<file path="config.mk">
export PLATFORM = sky130hd
export DESIGN_NAME = line_wall_follow_pd_drive_unit
export DESIGN_NICKNAME = d
export VERILOG_FILES = /design/src/lwf_pkg.sv /design/src/lwf_fifo.sv /design/src/lwf_front.sv /design/src/lwf_back.sv /design/src/line_wall_follow_pd_drive_unit.sv
export SDC_FILE = /design/constraint.sdc
export NUM_CORES = 1
export LEC_CHECK = 0
export BUFFER_PORTS_ARGS = -buffer_cell sky130_fd_sc_hd__buf_2
export CAP_MARGIN = 0
export CORE_ASPECT_RATIO = 2
export CORE_UTILIZATION = 42
export CTS_CLUSTER_SIZE = 16
export DETAILED_ROUTE_END_ITERATION = 8
export PLACE_DENSITY = 0.55
export SYNTH_ARGS = -nofsm -noshare
export SYNTH_HDL_FRONTEND = slang
export SYNTH_SLANG_ARGS = --single-unit
</file>
<file path="constraint.sdc">
create_clock -name clk -period 32.9 [get_ports clk]
set_input_delay 8.225 -clock clk [delete_from_list [all_inputs] [get_ports clk]]
set_output_delay 8.225 -clock clk [all_outputs]
set_load 0.03 [all_outputs]
</file>
<file path="src/lwf_pkg.sv">
// Shared types and constants for the line / wall following PD drive unit.
// Holds register indexes, reset values, drive mode codes and the
// configuration and control structs. No dependencies.
package lwf_pkg;

  // Field widths fixed by the register map and result format
  localparam int CFG_DATA_W    = 10;
  localparam int CFG_INDEX_W   = 3;
  localparam int READING_CFG_W = 10;
  localparam int BASE_W        = 4;
  localparam int GAIN_W        = 8;
  localparam int SUM_W         = 4;
  localparam int SPEED_W       = 13;
  localparam int MODE_W        = 2;

  // Register indexes
  localparam logic [CFG_INDEX_W-1:0] REG_LINE_THRESHOLD     = 3'd0;
  localparam logic [CFG_INDEX_W-1:0] REG_WALL_TARGET        = 3'd1;
  localparam logic [CFG_INDEX_W-1:0] REG_WALL_NEAR_LIMIT    = 3'd2;
  localparam logic [CFG_INDEX_W-1:0] REG_WALL_CLEAR_READING = 3'd3;
  localparam logic [CFG_INDEX_W-1:0] REG_LINE_BASE_SPEED    = 3'd4;
  localparam logic [CFG_INDEX_W-1:0] REG_WALL_BASE_SPEED    = 3'd5;
  localparam logic [CFG_INDEX_W-1:0] REG_LINE_P_GAIN        = 3'd6;
  localparam logic [CFG_INDEX_W-1:0] REG_LINE_D_GAIN        = 3'd7;

  // Register reset values
  localparam logic [READING_CFG_W-1:0] RST_LINE_THRESHOLD     = 10'd700;
  localparam logic [READING_CFG_W-1:0] RST_WALL_TARGET        = 10'd750;
  localparam logic [READING_CFG_W-1:0] RST_WALL_NEAR_LIMIT    = 10'd950;
  localparam logic [READING_CFG_W-1:0] RST_WALL_CLEAR_READING = 10'd1000;
  localparam logic [BASE_W-1:0]        RST_LINE_BASE_SPEED    = 4'd3;
  localparam logic [BASE_W-1:0]        RST_WALL_BASE_SPEED    = 4'd2;
  localparam logic [GAIN_W-1:0]        RST_LINE_P_GAIN        = 8'd25;
  localparam logic [GAIN_W-1:0]        RST_LINE_D_GAIN        = 8'd45;

  // Drive mode codes
  localparam logic [MODE_W-1:0] MODE_LINE       = 2'd0;
  localparam logic [MODE_W-1:0] MODE_RIGHT_WALL = 2'd1;
  localparam logic [MODE_W-1:0] MODE_LEFT_WALL  = 2'd2;
  localparam logic [MODE_W-1:0] MODE_STRAIGHT   = 2'd3;

  typedef struct packed {
    logic [READING_CFG_W-1:0] line_threshold;
    logic [READING_CFG_W-1:0] wall_target;
    logic [READING_CFG_W-1:0] wall_near_limit;
    logic [READING_CFG_W-1:0] wall_clear_reading;
    logic [BASE_W-1:0]        line_base_speed;
    logic [BASE_W-1:0]        wall_base_speed;
    logic [GAIN_W-1:0]        line_p_gain;
    logic [GAIN_W-1:0]        line_d_gain;
  } lwf_cfg_t;

  // Classified item handed from the front end to the back end
  typedef struct packed {
    logic [MODE_W-1:0] mode;
    logic              neg;
    logic [BASE_W-1:0] base;
  } lwf_ctrl_t;

endpackage

</file>
<file path="src/lwf_fifo.sv">
// Small synchronous queue used between the front end, the back end and the ports.
// Depends on nothing; DEPTH must be a power of two.
module lwf_fifo #(
  parameter int WIDTH = 8,
  parameter int DEPTH = 4
) (
  input  logic                       clk,
  input  logic                       rst,
  input  logic                       push,
  input  logic [WIDTH-1:0]           din,
  output logic                       full,
  input  logic                       pop,
  output logic [WIDTH-1:0]           dout,
  output logic                       empty,
  output logic [$clog2(DEPTH+1)-1:0] count
);
  localparam int AW = $clog2(DEPTH);
  localparam int CW = $clog2(DEPTH+1);

  logic [WIDTH-1:0] mem [DEPTH];
  logic [AW-1:0]    wr_ptr;
  logic [AW-1:0]    rd_ptr;
  logic             do_push;
  logic             do_pop;

  assign full    = (count == CW'(DEPTH));
  assign empty   = (count == '0);
  assign do_push = push && !full;
  assign do_pop  = pop && !empty;
  assign dout    = mem[rd_ptr];

  // Store payload; no reset needed
  always_ff @(posedge clk) begin
    if (do_push) begin
      mem[wr_ptr] <= din;
    end
  end

  // Advance pointers and occupancy
  always_ff @(posedge clk) begin
    if (rst) begin
      wr_ptr <= '0;
      rd_ptr <= '0;
      count  <= '0;
    end else begin
      if (do_push) begin
        wr_ptr <= wr_ptr + AW'(1);
      end
      if (do_pop) begin
        rd_ptr <= rd_ptr + AW'(1);
      end
      if (do_push && !do_pop) begin
        count <= count + CW'(1);
      end else if (do_pop && !do_push) begin
        count <= count - CW'(1);
      end
    end
  end

endmodule

</file>
<file path="src/lwf_front.sv">
// Front end: classifies a sensor sample into a drive mode, forms the PD
// numerator magnitude and keeps the previous errors. Depends on lwf_pkg.
module lwf_front #(
  parameter int SENSOR_BITS = 10,
  parameter int XW          = 20
) (
  input  logic                   clk,
  input  logic                   rst,
  input  logic                   accept,
  input  logic [SENSOR_BITS-1:0] line_far_left,
  input  logic [SENSOR_BITS-1:0] line_mid_left,
  input  logic [SENSOR_BITS-1:0] line_inner_left,
  input  logic [SENSOR_BITS-1:0] line_inner_right,
  input  logic [SENSOR_BITS-1:0] line_mid_right,
  input  logic [SENSOR_BITS-1:0] line_far_right,
  input  logic [SENSOR_BITS-1:0] right_distance,
  input  logic [SENSOR_BITS-1:0] left_distance,
  input  lwf_pkg::lwf_cfg_t      cfg,
  output lwf_pkg::lwf_ctrl_t     ctrl,
  output logic [XW-1:0]          x
);
  import lwf_pkg::*;

  localparam int SW = (SENSOR_BITS > READING_CFG_W) ? SENSOR_BITS : READING_CFG_W;
  localparam int OW = SW + 1;
  localparam int VW = OW + 2;
  localparam int NW = 14;

  logic [5:0]              hit;
  logic [SW-1:0]           thr;
  logic [SW-1:0]           rd;
  logic [SW-1:0]           ld;
  logic signed [SUM_W-1:0] sum;
  logic signed [SUM_W-1:0] prev_line_sum;
  logic signed [SUM_W:0]   diff;
  logic signed [NW-1:0]    line_num;
  logic [NW-2:0]           line_mag;
  logic signed [OW-1:0]    roff;
  logic signed [OW-1:0]    loff;
  logic signed [OW-1:0]    prev_right_offset;
  logic signed [OW-1:0]    prev_left_offset;
  logic signed [VW-1:0]    rv;
  logic signed [VW-1:0]    lv;
  logic [VW-2:0]           rv_mag;
  logic [VW-2:0]           lv_mag;
  logic                    any_line;
  logic                    right_wall;
  logic                    left_wall;

  // Line sensors at or below the threshold see the line
  assign thr    = SW'(cfg.line_threshold);
  assign hit[0] = SW'(line_far_left) <= thr;
  assign hit[1] = SW'(line_mid_left) <= thr;
  assign hit[2] = SW'(line_inner_left) <= thr;
  assign hit[3] = SW'(line_inner_right) <= thr;
  assign hit[4] = SW'(line_mid_right) <= thr;
  assign hit[5] = SW'(line_far_right) <= thr;
  assign any_line = |hit;

  // Weighted line error, 3 2 1 -1 -2 -3
  always_comb begin
    sum = '0;
    if (hit[0]) sum = sum + 4'sd3;
    if (hit[1]) sum = sum + 4'sd2;
    if (hit[2]) sum = sum + 4'sd1;
    if (hit[3]) sum = sum - 4'sd1;
    if (hit[4]) sum = sum - 4'sd2;
    if (hit[5]) sum = sum - 4'sd3;
  end

  // Line PD numerator: P*S + D*(S - previous S)
  assign diff     = (SUM_W+1)'(sum) - (SUM_W+1)'(prev_line_sum);
  assign line_num = NW'($signed({1'b0, cfg.line_p_gain})) * NW'(sum)
                  + NW'($signed({1'b0, cfg.line_d_gain})) * NW'(diff);
  assign line_mag = line_num[NW-1] ? (NW-1)'(-line_num) : (NW-1)'(line_num);

  // Wall offsets and their PD numerators 2*o - previous o
  assign rd     = SW'(right_distance);
  assign ld     = SW'(left_distance);
  assign roff   = $signed({1'b0, rd}) - $signed({1'b0, SW'(cfg.wall_target)});
  assign loff   = $signed({1'b0, ld}) - $signed({1'b0, SW'(cfg.wall_target)});
  assign rv     = (VW'(roff) <<< 1) - VW'(prev_right_offset);
  assign lv     = (VW'(loff) <<< 1) - VW'(prev_left_offset);
  assign rv_mag = rv[VW-1] ? (VW-1)'(-rv) : (VW-1)'(rv);
  assign lv_mag = lv[VW-1] ? (VW-1)'(-lv) : (VW-1)'(lv);

  assign right_wall = (rd < SW'(cfg.wall_near_limit)) && (ld == SW'(cfg.wall_clear_reading));
  assign left_wall  = (rd == SW'(cfg.wall_clear_reading)) && (ld < SW'(cfg.wall_near_limit));

  // Pick the mode; the numerator carries its rounding offset (7 for /15, 2 for /5)
  always_comb begin
    if (any_line) begin
      ctrl.mode = MODE_LINE;
      ctrl.neg  = line_num[NW-1];
      ctrl.base = cfg.line_base_speed;
      x         = XW'({line_mag, 7'd7});
    end else if (right_wall) begin
      ctrl.mode = MODE_RIGHT_WALL;
      ctrl.neg  = rv[VW-1];
      ctrl.base = cfg.wall_base_speed;
      x         = XW'({rv_mag, 6'd2});
    end else if (left_wall) begin
      ctrl.mode = MODE_LEFT_WALL;
      ctrl.neg  = lv[VW-1];
      ctrl.base = cfg.wall_base_speed;
      x         = XW'({lv_mag, 6'd2});
    end else begin
      ctrl.mode = MODE_STRAIGHT;
      ctrl.neg  = 1'b0;
      ctrl.base = cfg.wall_base_speed;
      x         = '0;
    end
  end

  // Hold the previous errors; updated on every accepted sample
  always_ff @(posedge clk) begin
    if (rst) begin
      prev_line_sum     <= '0;
      prev_right_offset <= '0;
      prev_left_offset  <= '0;
    end else if (accept) begin
      prev_line_sum     <= sum;
      prev_right_offset <= roff;
      prev_left_offset  <= loff;
    end
  end

endmodule

</file>
<file path="src/lwf_back.sv">
// Back end: divides the PD numerator by a constant via a reciprocal
// multiply, applies base speed, sign and saturation. Depends on lwf_pkg.
module lwf_back #(
  parameter int SPEED_LIMIT = 10,
  parameter int XW          = 20,
  parameter int OUT_DEPTH   = 4
) (
  input  logic                           clk,
  input  logic                           rst,
  input  logic                           head_valid,
  input  lwf_pkg::lwf_ctrl_t             head_ctrl,
  input  logic [XW-1:0]                  head_x,
  output logic                           head_pop,
  input  logic [$clog2(OUT_DEPTH+1)-1:0] out_count,
  output logic                           out_push,
  output logic [lwf_pkg::MODE_W-1:0]     out_mode,
  output logic signed [lwf_pkg::SPEED_W-1:0] out_left,
  output logic signed [lwf_pkg::SPEED_W-1:0] out_right
);
  import lwf_pkg::*;

  localparam int OCW     = $clog2(OUT_DEPTH+1);
  localparam int PW      = 2 * XW + 1;
  localparam int CW      = XW + 3;
  localparam int LIM_RAW = SPEED_LIMIT * 256;
  localparam int LIM     = (LIM_RAW > 4095) ? 4095 : LIM_RAW;
  // Reciprocals exact for any numerator below 2**XW
  localparam logic [XW:0] K5  = (XW+1)'(((64'd1 << (XW + 3)) + 64'd4) / 64'd5);
  localparam logic [XW:0] K15 = (XW+1)'(((64'd1 << (XW + 4)) + 64'd14) / 64'd15);
  localparam logic signed [CW-1:0] LIM_HI = CW'(LIM);
  localparam logic signed [CW-1:0] LIM_LO = CW'(-LIM);

  logic                   r1_valid;
  lwf_ctrl_t              r1_ctrl;
  logic [PW-1:0]          prod;
  logic [XW-1:0]          q;
  logic signed [CW-1:0]   delta_mag;
  logic signed [CW-1:0]   delta;
  logic signed [CW-1:0]   base_s;
  logic signed [CW-1:0]   left_raw;
  logic signed [CW-1:0]   right_raw;

  function automatic logic signed [SPEED_W-1:0] sat(input logic signed [CW-1:0] v);
    logic signed [CW-1:0] r;
    if (v > LIM_HI) begin
      r = LIM_HI;
    end else if (v < LIM_LO) begin
      r = LIM_LO;
    end else begin
      r = v;
    end
    return SPEED_W'(r);
  endfunction

  // Take the next item only when the result queue has room for it
  assign head_pop = head_valid &&
                    ((OCW+1)'(out_count) + (OCW+1)'(r1_valid) < (OCW+1)'(OUT_DEPTH));

  // Reciprocal multiply stage
  always_ff @(posedge clk) begin
    if (rst) begin
      r1_valid <= 1'b0;
    end else begin
      r1_valid <= head_pop;
    end
  end

  always_ff @(posedge clk) begin
    if (head_pop) begin
      r1_ctrl <= head_ctrl;
      prod    <= PW'(head_x) * PW'((head_ctrl.mode == MODE_LINE) ? K15 : K5);
    end
  end

  // Finish: quotient, sign, wheel split and saturation
  assign q         = (r1_ctrl.mode == MODE_LINE) ? XW'(prod >> (XW + 4))
                                                 : XW'(prod >> (XW + 3));
  assign delta_mag = $signed({3'b000, q});
  assign delta     = r1_ctrl.neg ? -delta_mag : delta_mag;
  assign base_s    = $signed(CW'({r1_ctrl.base, 8'd0}));

  always_comb begin
    if (r1_ctrl.mode == MODE_RIGHT_WALL) begin
      left_raw  = base_s + delta;
      right_raw = base_s - delta;
    end else begin
      left_raw  = base_s - delta;
      right_raw = base_s + delta;
    end
  end

  assign out_push  = r1_valid;
  assign out_mode  = r1_ctrl.mode;
  assign out_left  = sat(left_raw);
  assign out_right = sat(right_raw);

endmodule

</file>
<file path="src/line_wall_follow_pd_drive_unit.sv">
// Top level of the line / wall following PD drive unit.
// Depends on lwf_pkg, lwf_front, lwf_fifo and lwf_back.
//
// Usage:
//   Input channel: drive the eight sensor readings and raise push; the
//   sample is taken at a clock edge with push high and full low.
//   Result channel: while empty is low the oldest wheel-speed pair and
//   drive mode sit on left_speed, right_speed and drive_mode; raise pop
//   to take it. One result per sample, in order.
//   Configuration: cfg_write with cfg_index and cfg_data writes one
//   register at the clock edge; write only while no sample is in flight.
// Path: a taken sample passes from the front end into a 4-entry queue,
//   one reciprocal-multiply stage, then a 4-entry result queue, and shows
//   on the result ports once it is at the head of that result queue.
// Throughput: one sample per cycle, sustained while pop keeps up.
// Stall: when pop stays low the result queue fills, the back end holds its
//   items in the middle queue, and full rises once that queue is also full.
// Reset (rst, synchronous): queues empty, registers to their defaults,
//   previous line and wall errors to zero.
module line_wall_follow_pd_drive_unit #(
  parameter int SPEED_LIMIT = 10,
  parameter int SENSOR_BITS = 10
) (
  input  logic                               clk,
  input  logic                               rst,
  input  logic                               push,
  output logic                               full,
  input  logic [SENSOR_BITS-1:0]             line_far_left,
  input  logic [SENSOR_BITS-1:0]             line_mid_left,
  input  logic [SENSOR_BITS-1:0]             line_inner_left,
  input  logic [SENSOR_BITS-1:0]             line_inner_right,
  input  logic [SENSOR_BITS-1:0]             line_mid_right,
  input  logic [SENSOR_BITS-1:0]             line_far_right,
  input  logic [SENSOR_BITS-1:0]             right_distance,
  input  logic [SENSOR_BITS-1:0]             left_distance,
  output logic                               empty,
  input  logic                               pop,
  output logic signed [lwf_pkg::SPEED_W-1:0] left_speed,
  output logic signed [lwf_pkg::SPEED_W-1:0] right_speed,
  output logic [lwf_pkg::MODE_W-1:0]         drive_mode,
  input  logic                               cfg_write,
  input  logic [lwf_pkg::CFG_INDEX_W-1:0]    cfg_index,
  input  logic [lwf_pkg::CFG_DATA_W-1:0]     cfg_data
);
  import lwf_pkg::*;

  localparam int SW        = (SENSOR_BITS > READING_CFG_W) ? SENSOR_BITS : READING_CFG_W;
  localparam int XW        = (SW + 8 > 20) ? SW + 8 : 20;
  localparam int MID_DEPTH = 4;
  localparam int OUT_DEPTH = 4;
  localparam int MID_W     = $bits(lwf_ctrl_t) + XW;
  localparam int OUT_W     = MODE_W + 2 * SPEED_W;
  localparam int OCW       = $clog2(OUT_DEPTH+1);

  lwf_cfg_t                  cfg;
  lwf_ctrl_t                 front_ctrl;
  logic [XW-1:0]             front_x;
  logic                      accept;
  logic [MID_W-1:0]          mid_dout;
  logic                      mid_empty;
  lwf_ctrl_t                 head_ctrl;
  logic [XW-1:0]             head_x;
  logic                      head_pop;
  logic [OCW-1:0]            out_count;
  logic                      out_push;
  logic [MODE_W-1:0]         out_mode;
  logic signed [SPEED_W-1:0] out_left;
  logic signed [SPEED_W-1:0] out_right;
  logic [OUT_W-1:0]          out_dout;

  assign accept = push && !full;

  // Configuration registers
  always_ff @(posedge clk) begin
    if (rst) begin
      cfg.line_threshold     <= RST_LINE_THRESHOLD;
      cfg.wall_target        <= RST_WALL_TARGET;
      cfg.wall_near_limit    <= RST_WALL_NEAR_LIMIT;
      cfg.wall_clear_reading <= RST_WALL_CLEAR_READING;
      cfg.line_base_speed    <= RST_LINE_BASE_SPEED;
      cfg.wall_base_speed    <= RST_WALL_BASE_SPEED;
      cfg.line_p_gain        <= RST_LINE_P_GAIN;
      cfg.line_d_gain        <= RST_LINE_D_GAIN;
    end else if (cfg_write) begin
      unique case (cfg_index)
        REG_LINE_THRESHOLD:     cfg.line_threshold     <= cfg_data;
        REG_WALL_TARGET:        cfg.wall_target        <= cfg_data;
        REG_WALL_NEAR_LIMIT:    cfg.wall_near_limit    <= cfg_data;
        REG_WALL_CLEAR_READING: cfg.wall_clear_reading <= cfg_data;
        REG_LINE_BASE_SPEED:    cfg.line_base_speed    <= cfg_data[BASE_W-1:0];
        REG_WALL_BASE_SPEED:    cfg.wall_base_speed    <= cfg_data[BASE_W-1:0];
        REG_LINE_P_GAIN:        cfg.line_p_gain        <= cfg_data[GAIN_W-1:0];
        REG_LINE_D_GAIN:        cfg.line_d_gain        <= cfg_data[GAIN_W-1:0];
        default: ;
      endcase
    end
  end

  lwf_front #(
    .SENSOR_BITS(SENSOR_BITS),
    .XW         (XW)
  ) u_front (
    .clk             (clk),
    .rst             (rst),
    .accept          (accept),
    .line_far_left   (line_far_left),
    .line_mid_left   (line_mid_left),
    .line_inner_left (line_inner_left),
    .line_inner_right(line_inner_right),
    .line_mid_right  (line_mid_right),
    .line_far_right  (line_far_right),
    .right_distance  (right_distance),
    .left_distance   (left_distance),
    .cfg             (cfg),
    .ctrl            (front_ctrl),
    .x               (front_x)
  );

  // Queue between classification and arithmetic
  lwf_fifo #(
    .WIDTH(MID_W),
    .DEPTH(MID_DEPTH)
  ) u_mid_fifo (
    .clk  (clk),
    .rst  (rst),
    .push (push),
    .din  ({front_ctrl, front_x}),
    .full (full),
    .pop  (head_pop),
    .dout (mid_dout),
    .empty(mid_empty),
    .count()
  );

  assign {head_ctrl, head_x} = mid_dout;

  lwf_back #(
    .SPEED_LIMIT(SPEED_LIMIT),
    .XW         (XW),
    .OUT_DEPTH  (OUT_DEPTH)
  ) u_back (
    .clk       (clk),
    .rst       (rst),
    .head_valid(!mid_empty),
    .head_ctrl (head_ctrl),
    .head_x    (head_x),
    .head_pop  (head_pop),
    .out_count (out_count),
    .out_push  (out_push),
    .out_mode  (out_mode),
    .out_left  (out_left),
    .out_right (out_right)
  );

  // Result queue facing the consumer
  lwf_fifo #(
    .WIDTH(OUT_W),
    .DEPTH(OUT_DEPTH)
  ) u_out_fifo (
    .clk  (clk),
    .rst  (rst),
    .push (out_push),
    .din  ({out_mode, out_left, out_right}),
    .full (),
    .pop  (pop),
    .dout (out_dout),
    .empty(empty),
    .count(out_count)
  );

  assign {drive_mode, left_speed, right_speed} = out_dout;

endmodule

</file>
# Word-level counts from Yosys, hierarchy flattened
# Memories as Yosys holds them, arrays and structs flattened. A register that Yosys moved wholly into a read port is not among the register bits.
# Index checks and enable logic that the tools add are counted.
dict set report word_totals {
  register_bits 153
  mem_bits_rw 220
  inputBits 98
  output_inout_bits 30
  wordCells 149
  memories 2
}
# memory depth word_bits rd rd_ports_with_merged_regs write_ports line_no
set memory_table {}
lappend memory_table {u_out_fifo.mem 4 28 1 1 1 lwf_fifo.sv:20} ;# logic [WIDTH-1:0] mem [DEPTH];
lappend memory_table {u_mid_fifo.mem 4 27 1 1 1 lwf_fifo.sv:20}
dict set report classes {
  add_sub_neg 26
  mul 3
  n_lt_le_gt_ge 13
  eq_ne 12
  mux 36
  reduce_logical 35
}
# op n
set op_table {}
lappend op_table {{2-to-1 mux 23 bit} 3}
lappend op_table {{2-to-1 mux 13 bit} 5}
lappend op_table {{<= comparator 10 bit} 6}
lappend op_table {{2-to-1 mux 20 bit} 3}
lappend op_table {{greater-than comparator 23 x 13 -> 1 bit (second input constant)} 2}
lappend op_table {{< comparator 23 x 13 -> 1 bit (second input constant)} 2}
lappend op_table {{multiplier 20 x 41 -> 41 bit} 1}
lappend op_table {{2-to-1 mux 18 bit} 2}
lappend op_table {{subtractor 12 x 11 -> 13 bit} 2}
lappend op_table {{2-to-1 mux 12 bit} 2}
lappend op_table {{negator 12 bit} 2}
lappend op_table {{adder 13 x 23 -> 23 bit} 1}
lappend op_table {{negator 20 -> 23 bit} 1}
lappend op_table {{subtractor 13 x 23 -> 23 bit} 1}
lappend op_table {{subtractor 10 x 10 -> 11 bit} 2}
lappend op_table {{equality test 10 bit} 2}
lappend op_table {{< comparator 10 bit} 2}
lappend op_table {{2-to-1 mux 4 bit} 5}
lappend op_table {{equality test 3 bit (second input constant)} 6}
lappend op_table {{AND reduction 2 bit} 8}
lappend op_table {{adder 13 x 14 -> 14 bit} 1}
lappend op_table {{multiplier 9 x 5 -> 14 bit} 1}
lappend op_table {{2-to-1 mux 7 bit} 2}
lappend op_table {{multiplier 9 x 4 -> 13 bit} 1}
lappend op_table {{other kinds (24)} 62}

# Longest topological paths before layout
dict set report logic_depth {
  depth_word 18
  ltp_mapped 44
  mapped_depth_nobuf 42
}

# By module
# A second synthesis with hierarchy kept.
dict set report unflattened {
  cells_unflattened 2847
  area_unflattened_um2 30136.4
}
# module instances cells_per_inst area_each_um2
set by_module_without_submodules {}
lappend by_module_without_submodules {lwf_back 1 1102 9813.2}
lappend by_module_without_submodules {lwf_front 1 1120 8863.5}
lappend by_module_without_submodules {{lwf_fifo (u_out_fifo)} 1 194 4530.6}
lappend by_module_without_submodules {{lwf_fifo (u_mid_fifo)} 1 189 4388.0}
lappend by_module_without_submodules {line_wall_follow_pd_drive_unit 1 242 2541.2}

# Worst setup path before layout
# Ideal clock, no wire load.
dict set report synth_path {
  path_type {input port to flip-flop}
  start {input line_inner_left[3]}
  end {memory u_mid_fifo.mem[0][12] in the netlist's numbering (data pin)}
  arrival_time_ps 17853
  required_time_ps 32618
  slack_ps 14765
  stages 38
  path_buffers 2
  path_cell_list {ha_1 > a21o_1 > a21oi_1 > a211oi_1 > o41ai_1 > nand2_1 > xor2_1 > ha_1 > mux2_2 > ha_1 > nor4b_1 > xnor2_1 > o21ai_0 > xor2_1 > buf_2 > inv_1 > ha_1 > mux2i_1 > [2 not listed] > fa_1 > fa_1 > inv_1 > fa_1 > fa_1 > fa_1 > a21o_1 > a21oi_1 > o21bai_1 > a21oi_1 > o21bai_1 > a21oi_1 > mux2i_1 > or2_2 > clkbuf_1 > a31oi_1 > xnor2_1 > mux2i_1}
}
dict set report synth_between {
  elab_chain_cells 14
}
# item line_no
set synth_lines {}
lappend synth_lines {{start, declared} line_wall_follow_pd_drive_unit.sv:30} ;# input logic [SENSOR_BITS-1:0] line_inner_left,
lappend synth_lines {{<= comparator 10 bit (*)} lwf_front.sv:54} ;# assign hit[2] = SW'(line_inner_left) <= thr;
lappend synth_lines {{2-to-1 mux 4 bit (*)} lwf_front.sv:65} ;# if (hit[2]) sum = sum + 4'sd1;
lappend synth_lines {{subtractor 4 x 2 -> 4 bit} lwf_front.sv:66} ;# if (hit[3]) sum = sum - 4'sd1;
lappend synth_lines {{2-to-1 mux 4 bit (*)} lwf_front.sv:66}
lappend synth_lines {{subtractor 4 x 3 -> 4 bit} lwf_front.sv:67} ;# if (hit[4]) sum = sum - 4'sd2;
lappend synth_lines {{2-to-1 mux 4 bit (*)} lwf_front.sv:67}
lappend synth_lines {{subtractor 4 x 3 -> 4 bit} lwf_front.sv:68} ;# if (hit[5]) sum = sum - 4'sd3;
lappend synth_lines {{2-to-1 mux 4 bit (*)} lwf_front.sv:68}
lappend synth_lines {{net u_front.sum[3]} lwf_front.sv:33} ;# logic signed [SUM_W-1:0] sum;
lappend synth_lines {{subtractor 4 x 4 -> 5 bit} lwf_front.sv:72} ;# assign diff = (SUM_W+1)'(sum) - (SUM_W+1)'(prev_line_sum);
lappend synth_lines {{multiplier 9 x 5 -> 14 bit} lwf_front.sv:74} ;# + NW'($signed({1'b0, cfg.line_d_gain})) * NW'(diff);
lappend synth_lines {{adder 13 x 14 -> 14 bit (*)} lwf_front.sv:74}
lappend synth_lines {{negator 13 bit} lwf_front.sv:75} ;# assign line_mag = line_num[NW-1] ? (NW-1)'(-line_num) : (NW-1)'(line_num);
lappend synth_lines {{2-to-1 mux 13 bit (*)} lwf_front.sv:75}
lappend synth_lines {{2-to-1 mux 20 bit (*)} lwf_front.sv:92} ;# if (any_line) begin
lappend synth_lines {{net front_x[12]} line_wall_follow_pd_drive_unit.sv:57} ;# logic [XW-1:0] front_x;
lappend synth_lines {{end, declared} lwf_fifo.sv:20}
# Mark *: on every way through the listed nets, which the timed path passes. The rest lies on a longest branch.

# Worst setup path in the final report
# Same ends and word-level chain as after synthesis.

==> results.txt <==
- The flow ran to the end, and the final reports show no timing, DRC or antenna violations.
- Number of cells on the worst reg-to-reg path: 38
* Largest cells by area after synthesis: sky130_fd_sc_hd__edfxtp_1 (25%), sky130_fd_sc_hd__ha_1 (15%), sky130_fd_sc_hd__fa_1 (10%)
- Category of the critical setup timing path: in2reg
* Most common cell in the synthesized netlist: sky130_fd_sc_hd__ha_1
- Number of enable-type register cells in the synthesized netlist: 229
- Post-Syn Area: 27840 µm²
- The share of synthesized area in the top cell type comes to 0.2470.
* Routed via count: 20525
* Cell type with the highest occurrence count on the critical path: sky130_fd_sc_hd__fa_1
- After detailed routing, the number of remaining DRC violations is 0.
- Worst-case clock buffer depth: 3
* Worst Hold Path EP: u_front.prev_right_offset[4]$_SDFFE_PP0P_
- Of the post-synthesis cell area, the part taken by muxes is 0.05640.
- In the final timing run, aggregate negative setup slack is 0 ps.
- Slew margin rel.: 0.1787
- Sequential share of the synthesized area: 0.3254
* Number of detailed-routing iterations run before antenna repair: 5
- Unrepaired setup endpoints after global routing: false
- From left edge to right edge, the die measures 184.1 µm.
* Path type of the worst min-delay path: reg2reg
* Source of the worst register-to-register timing path: cfg[57]$_SDFFE_PP1P_
- Layout net count: around 3400
- Number of antenna-violating nets in the routed design: 0
- Of the total synthesized cell area, the portion taken by full adders, half adders and majority gates is 0.2582.
* CP startpoint kind: primary input
- Clock tree from TritonCTS: done
* Port Buffer Count: 127
- Die boundary height: 366.1 µm
- Final weighted congestion of routability-driven global placement: 0.9308
- Number of standard-cell rows in the floorplan: 133
* Final Hold Fails: 0
- Entering global routing, the biggest net connects 50 pins.
- Across every metal layer, demand over resource in global routing totals 0.2288.
- The synthesized netlist contains 94 unique library cells.
* Number of top-level pins: ~130
* Total setup violations reported at the end of the flow: 0
- Most used flip-flop cell after synthesis: sky130_fd_sc_hd__edfxtp_1
- Total of hold buffers inserted after clock tree synthesis: 0
* First-pass GRT wire length: 119000 µm
- Design Area, Final: 30550 µm²
- Simple-Gate Fraction of Synth Area: 0.1311
- After synthesis, the share of flip-flops with an asynchronous set or reset is 0.
- Root Buffer Master: sky130_fd_sc_hd__clkbuf_16
- At the later pin of the worst-skew pair, clock insertion delay measures 550 ps.
- Max Transition Viols Final: 0
- Yosys Warn Count: 0
- Worst-case register-to-register setup slack: ~21000 ps
- The first routing iteration left 766 violations.
- Synth area leader: sky130_fd_sc_hd__edfxtp_1
- Detailed placement HPWL: ~60000 µm
- Number of CTS-inserted buffers: 34
- Post-CTS Resized: 0
- The placed instances occupy a cell area of 29440 µm².
- The area fraction in compound gates after synthesis came to 0.1235.
- Data required time at the worst endpoint: 33140 ps
- Count of maximum capacitance violations: 0
- Synthesis produced 2714 cells.
- In this run the standard cell core region covers roughly 66000 µm².
* Routed vias/inst: 5.519
- On the final layout, the worst clock skew is 23.61 ps.
- Number of inserted diodes: 0
* Launch point of the worst hold path: u_front.prev_right_offset[4]$_SDFFE_PP0P_
* Setup repair bufs after CTS: 0
- Max Fclk: 52.79 MHz
- Relative to the synthesized area, the layout overhead comes to 9.726%.
- The via count of the first global-routing pass was 22527.
- Post-Synth XOR/XNOR Area: 0.05443
- The die covers slightly below 70000 µm².
- Syn avg cell area: between 10 and 15 µm²
* Crit share post-route: 0.5758
* Initial cell density of the core: 0.4246
- Critical path fanouts, max: 11
- Top cells by count, synth: sky130_fd_sc_hd__ha_1 (344), sky130_fd_sc_hd__inv_1 (285), sky130_fd_sc_hd__edfxtp_1 (229)
- In the final routed layout, each cell accounts on average for slightly above 20 µm.
* Critical path capture point type: flip-flop
- The routed design has 75210 µm of wire.
- End of the worst register-to-register path: u_mid_fifo.mem[0][12]$_DFFE_PP_
* Cell at the slowest stage of the critical path: sky130_fd_sc_hd__o41ai_1
* Clock period minus worst slack: about 19000 ps
- Data arrives at the worst endpoint at 19190 ps.
* Tightest Pin Transition: around 1200 ps
* Synthesized netlist net count: 3300
* Number of antenna violations at the first check in global routing: 0
- After clock tree synthesis, the clock-pin slew on the worst setup and hold paths is about 60 ps.
- Remaining global-route overflow: 0
- Of the cells placed in the final design, the portion with a size suffix greater than 1 is 0.1080.
- The clock drives 338 sinks.
- Max stage delay on crit path: 930 ps
- In this run the number of H-tree levels came out at 2.
* Combinational family with the most area after synthesis: adder cells
- Counting flops and latches in the post-synthesis netlist gives around 340.
- Cell depth of the worst hold path: 2
[critical path: cells and delay by family]
kind | cells | cell delay, ps
adder cells (fa/ha/maj) | 10 | 4310
AO/OA/AOI/OAI | 12 | 2880
multiplexers | 4 | 1330
AND/OR/NAND/NOR | 4 | 1260
XOR/XNOR | 4 | 670
buffers and inverters | 4 | 500
[worst max-delay path by stage]
stage                     slack (ps)                         endpoint          startpoint
after floorplan                14770  u_mid_fifo.mem[0][12]$_DFFE_PP_  line_inner_left[3]
after global placement         13890  u_mid_fifo.mem[0][12]$_DFFE_PP_    line_mid_left[8]
after detailed placement       13390  u_mid_fifo.mem[1][12]$_DFFE_PP_  line_inner_left[3]
after CTS                      13950  u_mid_fifo.mem[0][12]$_DFFE_PP_  line_inner_left[3]
after global routing           12980  u_mid_fifo.mem[0][12]$_DFFE_PP_  line_inner_left[3]
final                          13960  u_mid_fifo.mem[0][12]$_DFFE_PP_  line_inner_left[3]
[metrics by stage]
step | std cells | utilization | setup slack, ps | hold slack, ps
after floorplan | 2714 | - | 14770 | 435.5
after global placement | 3657 | 0.4491 | 13890 | 443.3
after detailed placement | 3657 | 0.4491 | 13390 | 447.4
after CTS | 3719 | 0.4659 | 13950 | 456.1
after global routing | 3719 | 0.4659 | 12980 | 471.0
final | 3719 | 0.4659 | 13960 | 453.4
[sequential cells by signal (all words and copies together), names as in the netlist, named ones only]
signal / count
u_mid_fifo.rd_ptr: 2
u_front.prev_line_sum: 4
u_mid_fifo.mem: 92
u_out_fifo.wr_ptr: 2
u_out_fifo.count: 3
u_front.prev_right_offset: 11
u_mid_fifo.count: 3
u_out_fifo.rd_ptr: 2
cfg: 64
u_back.out_push: 1
u_mid_fifo.wr_ptr: 2
u_front.prev_left_offset: 11
u_back.prod: 18
u_out_fifo.mem: 112
u_back.out_mode: 2
u_back.base_s: 4
u_back.r1_ctrl: 1
[metal layers]
layer	track usage	part of all wire	vias to the layer above
li1	-	-	9885
met5	0	0	-
met4	0.1474	0.071	0
met1	0.1992	0.32	10011
met2	0.4757	0.59	427
met3	0.01879	0.023	202
[kinds of logic (layout without fill, tap and decap cells)]
kind of cell             Yosys count  in the layout
flip-flops                       338            338
XOR/XNOR                         173            173
AND/OR/NAND/NOR                  742            742
multiplexers                      92             92
buffers and inverters            375            503
adder cells (fa/ha/maj)          488            488
AO/OA/AOI/OAI                    506            506
[final cells by class]
type,instances,area [µm²]
clock buffers,46,945.9
repair buffers,154,838.3
flip-flops and latches,338,9061
inverters,287,1077
well taps,877,1097
multi-input cells,2001,17370
clock inverters,16,157.7
fillers,6297,35020
[layout by cell type, fill, tap and decap left out, types with 14 or more instances in the layout]
cell                        instances
sky130_fd_sc_hd__a21oi_1          139
sky130_fd_sc_hd__nor2_1           176
sky130_fd_sc_hd__fa_1             144
sky130_fd_sc_hd__clkbuf_16         34
sky130_fd_sc_hd__o21bai_1          14
sky130_fd_sc_hd__a211oi_1          27
sky130_fd_sc_hd__nand2b_1          24
sky130_fd_sc_hd__o21a_1            18
sky130_fd_sc_hd__nor3_1            41
sky130_fd_sc_hd__inv_1            285
sky130_fd_sc_hd__nand2_1          217
sky130_fd_sc_hd__and3_1            14
sky130_fd_sc_hd__a21o_1            44
sky130_fd_sc_hd__mux2i_1           32
sky130_fd_sc_hd__dfxtp_1          107
sky130_fd_sc_hd__mux4_2            51
sky130_fd_sc_hd__xnor2_1          110
sky130_fd_sc_hd__ha_1             344
sky130_fd_sc_hd__nor4_1            15
sky130_fd_sc_hd__and2_1            41
sky130_fd_sc_hd__buf_2            127
sky130_fd_sc_hd__buf_4             27
sky130_fd_sc_hd__o211ai_1          32
sky130_fd_sc_hd__nor2b_1           55
sky130_fd_sc_hd__or3_1             19
sky130_fd_sc_hd__edfxtp_1         229
sky130_fd_sc_hd__xor2_1            63
sky130_fd_sc_hd__nand4_1           23
sky130_fd_sc_hd__o21ai_0           80
sky130_fd_sc_hd__nand3_1           55
sky130_fd_sc_hd__o31ai_1           18
Power is not shown: default switching activity piles up to over one toggle a cycle in this logic, so the estimate is an artifact.
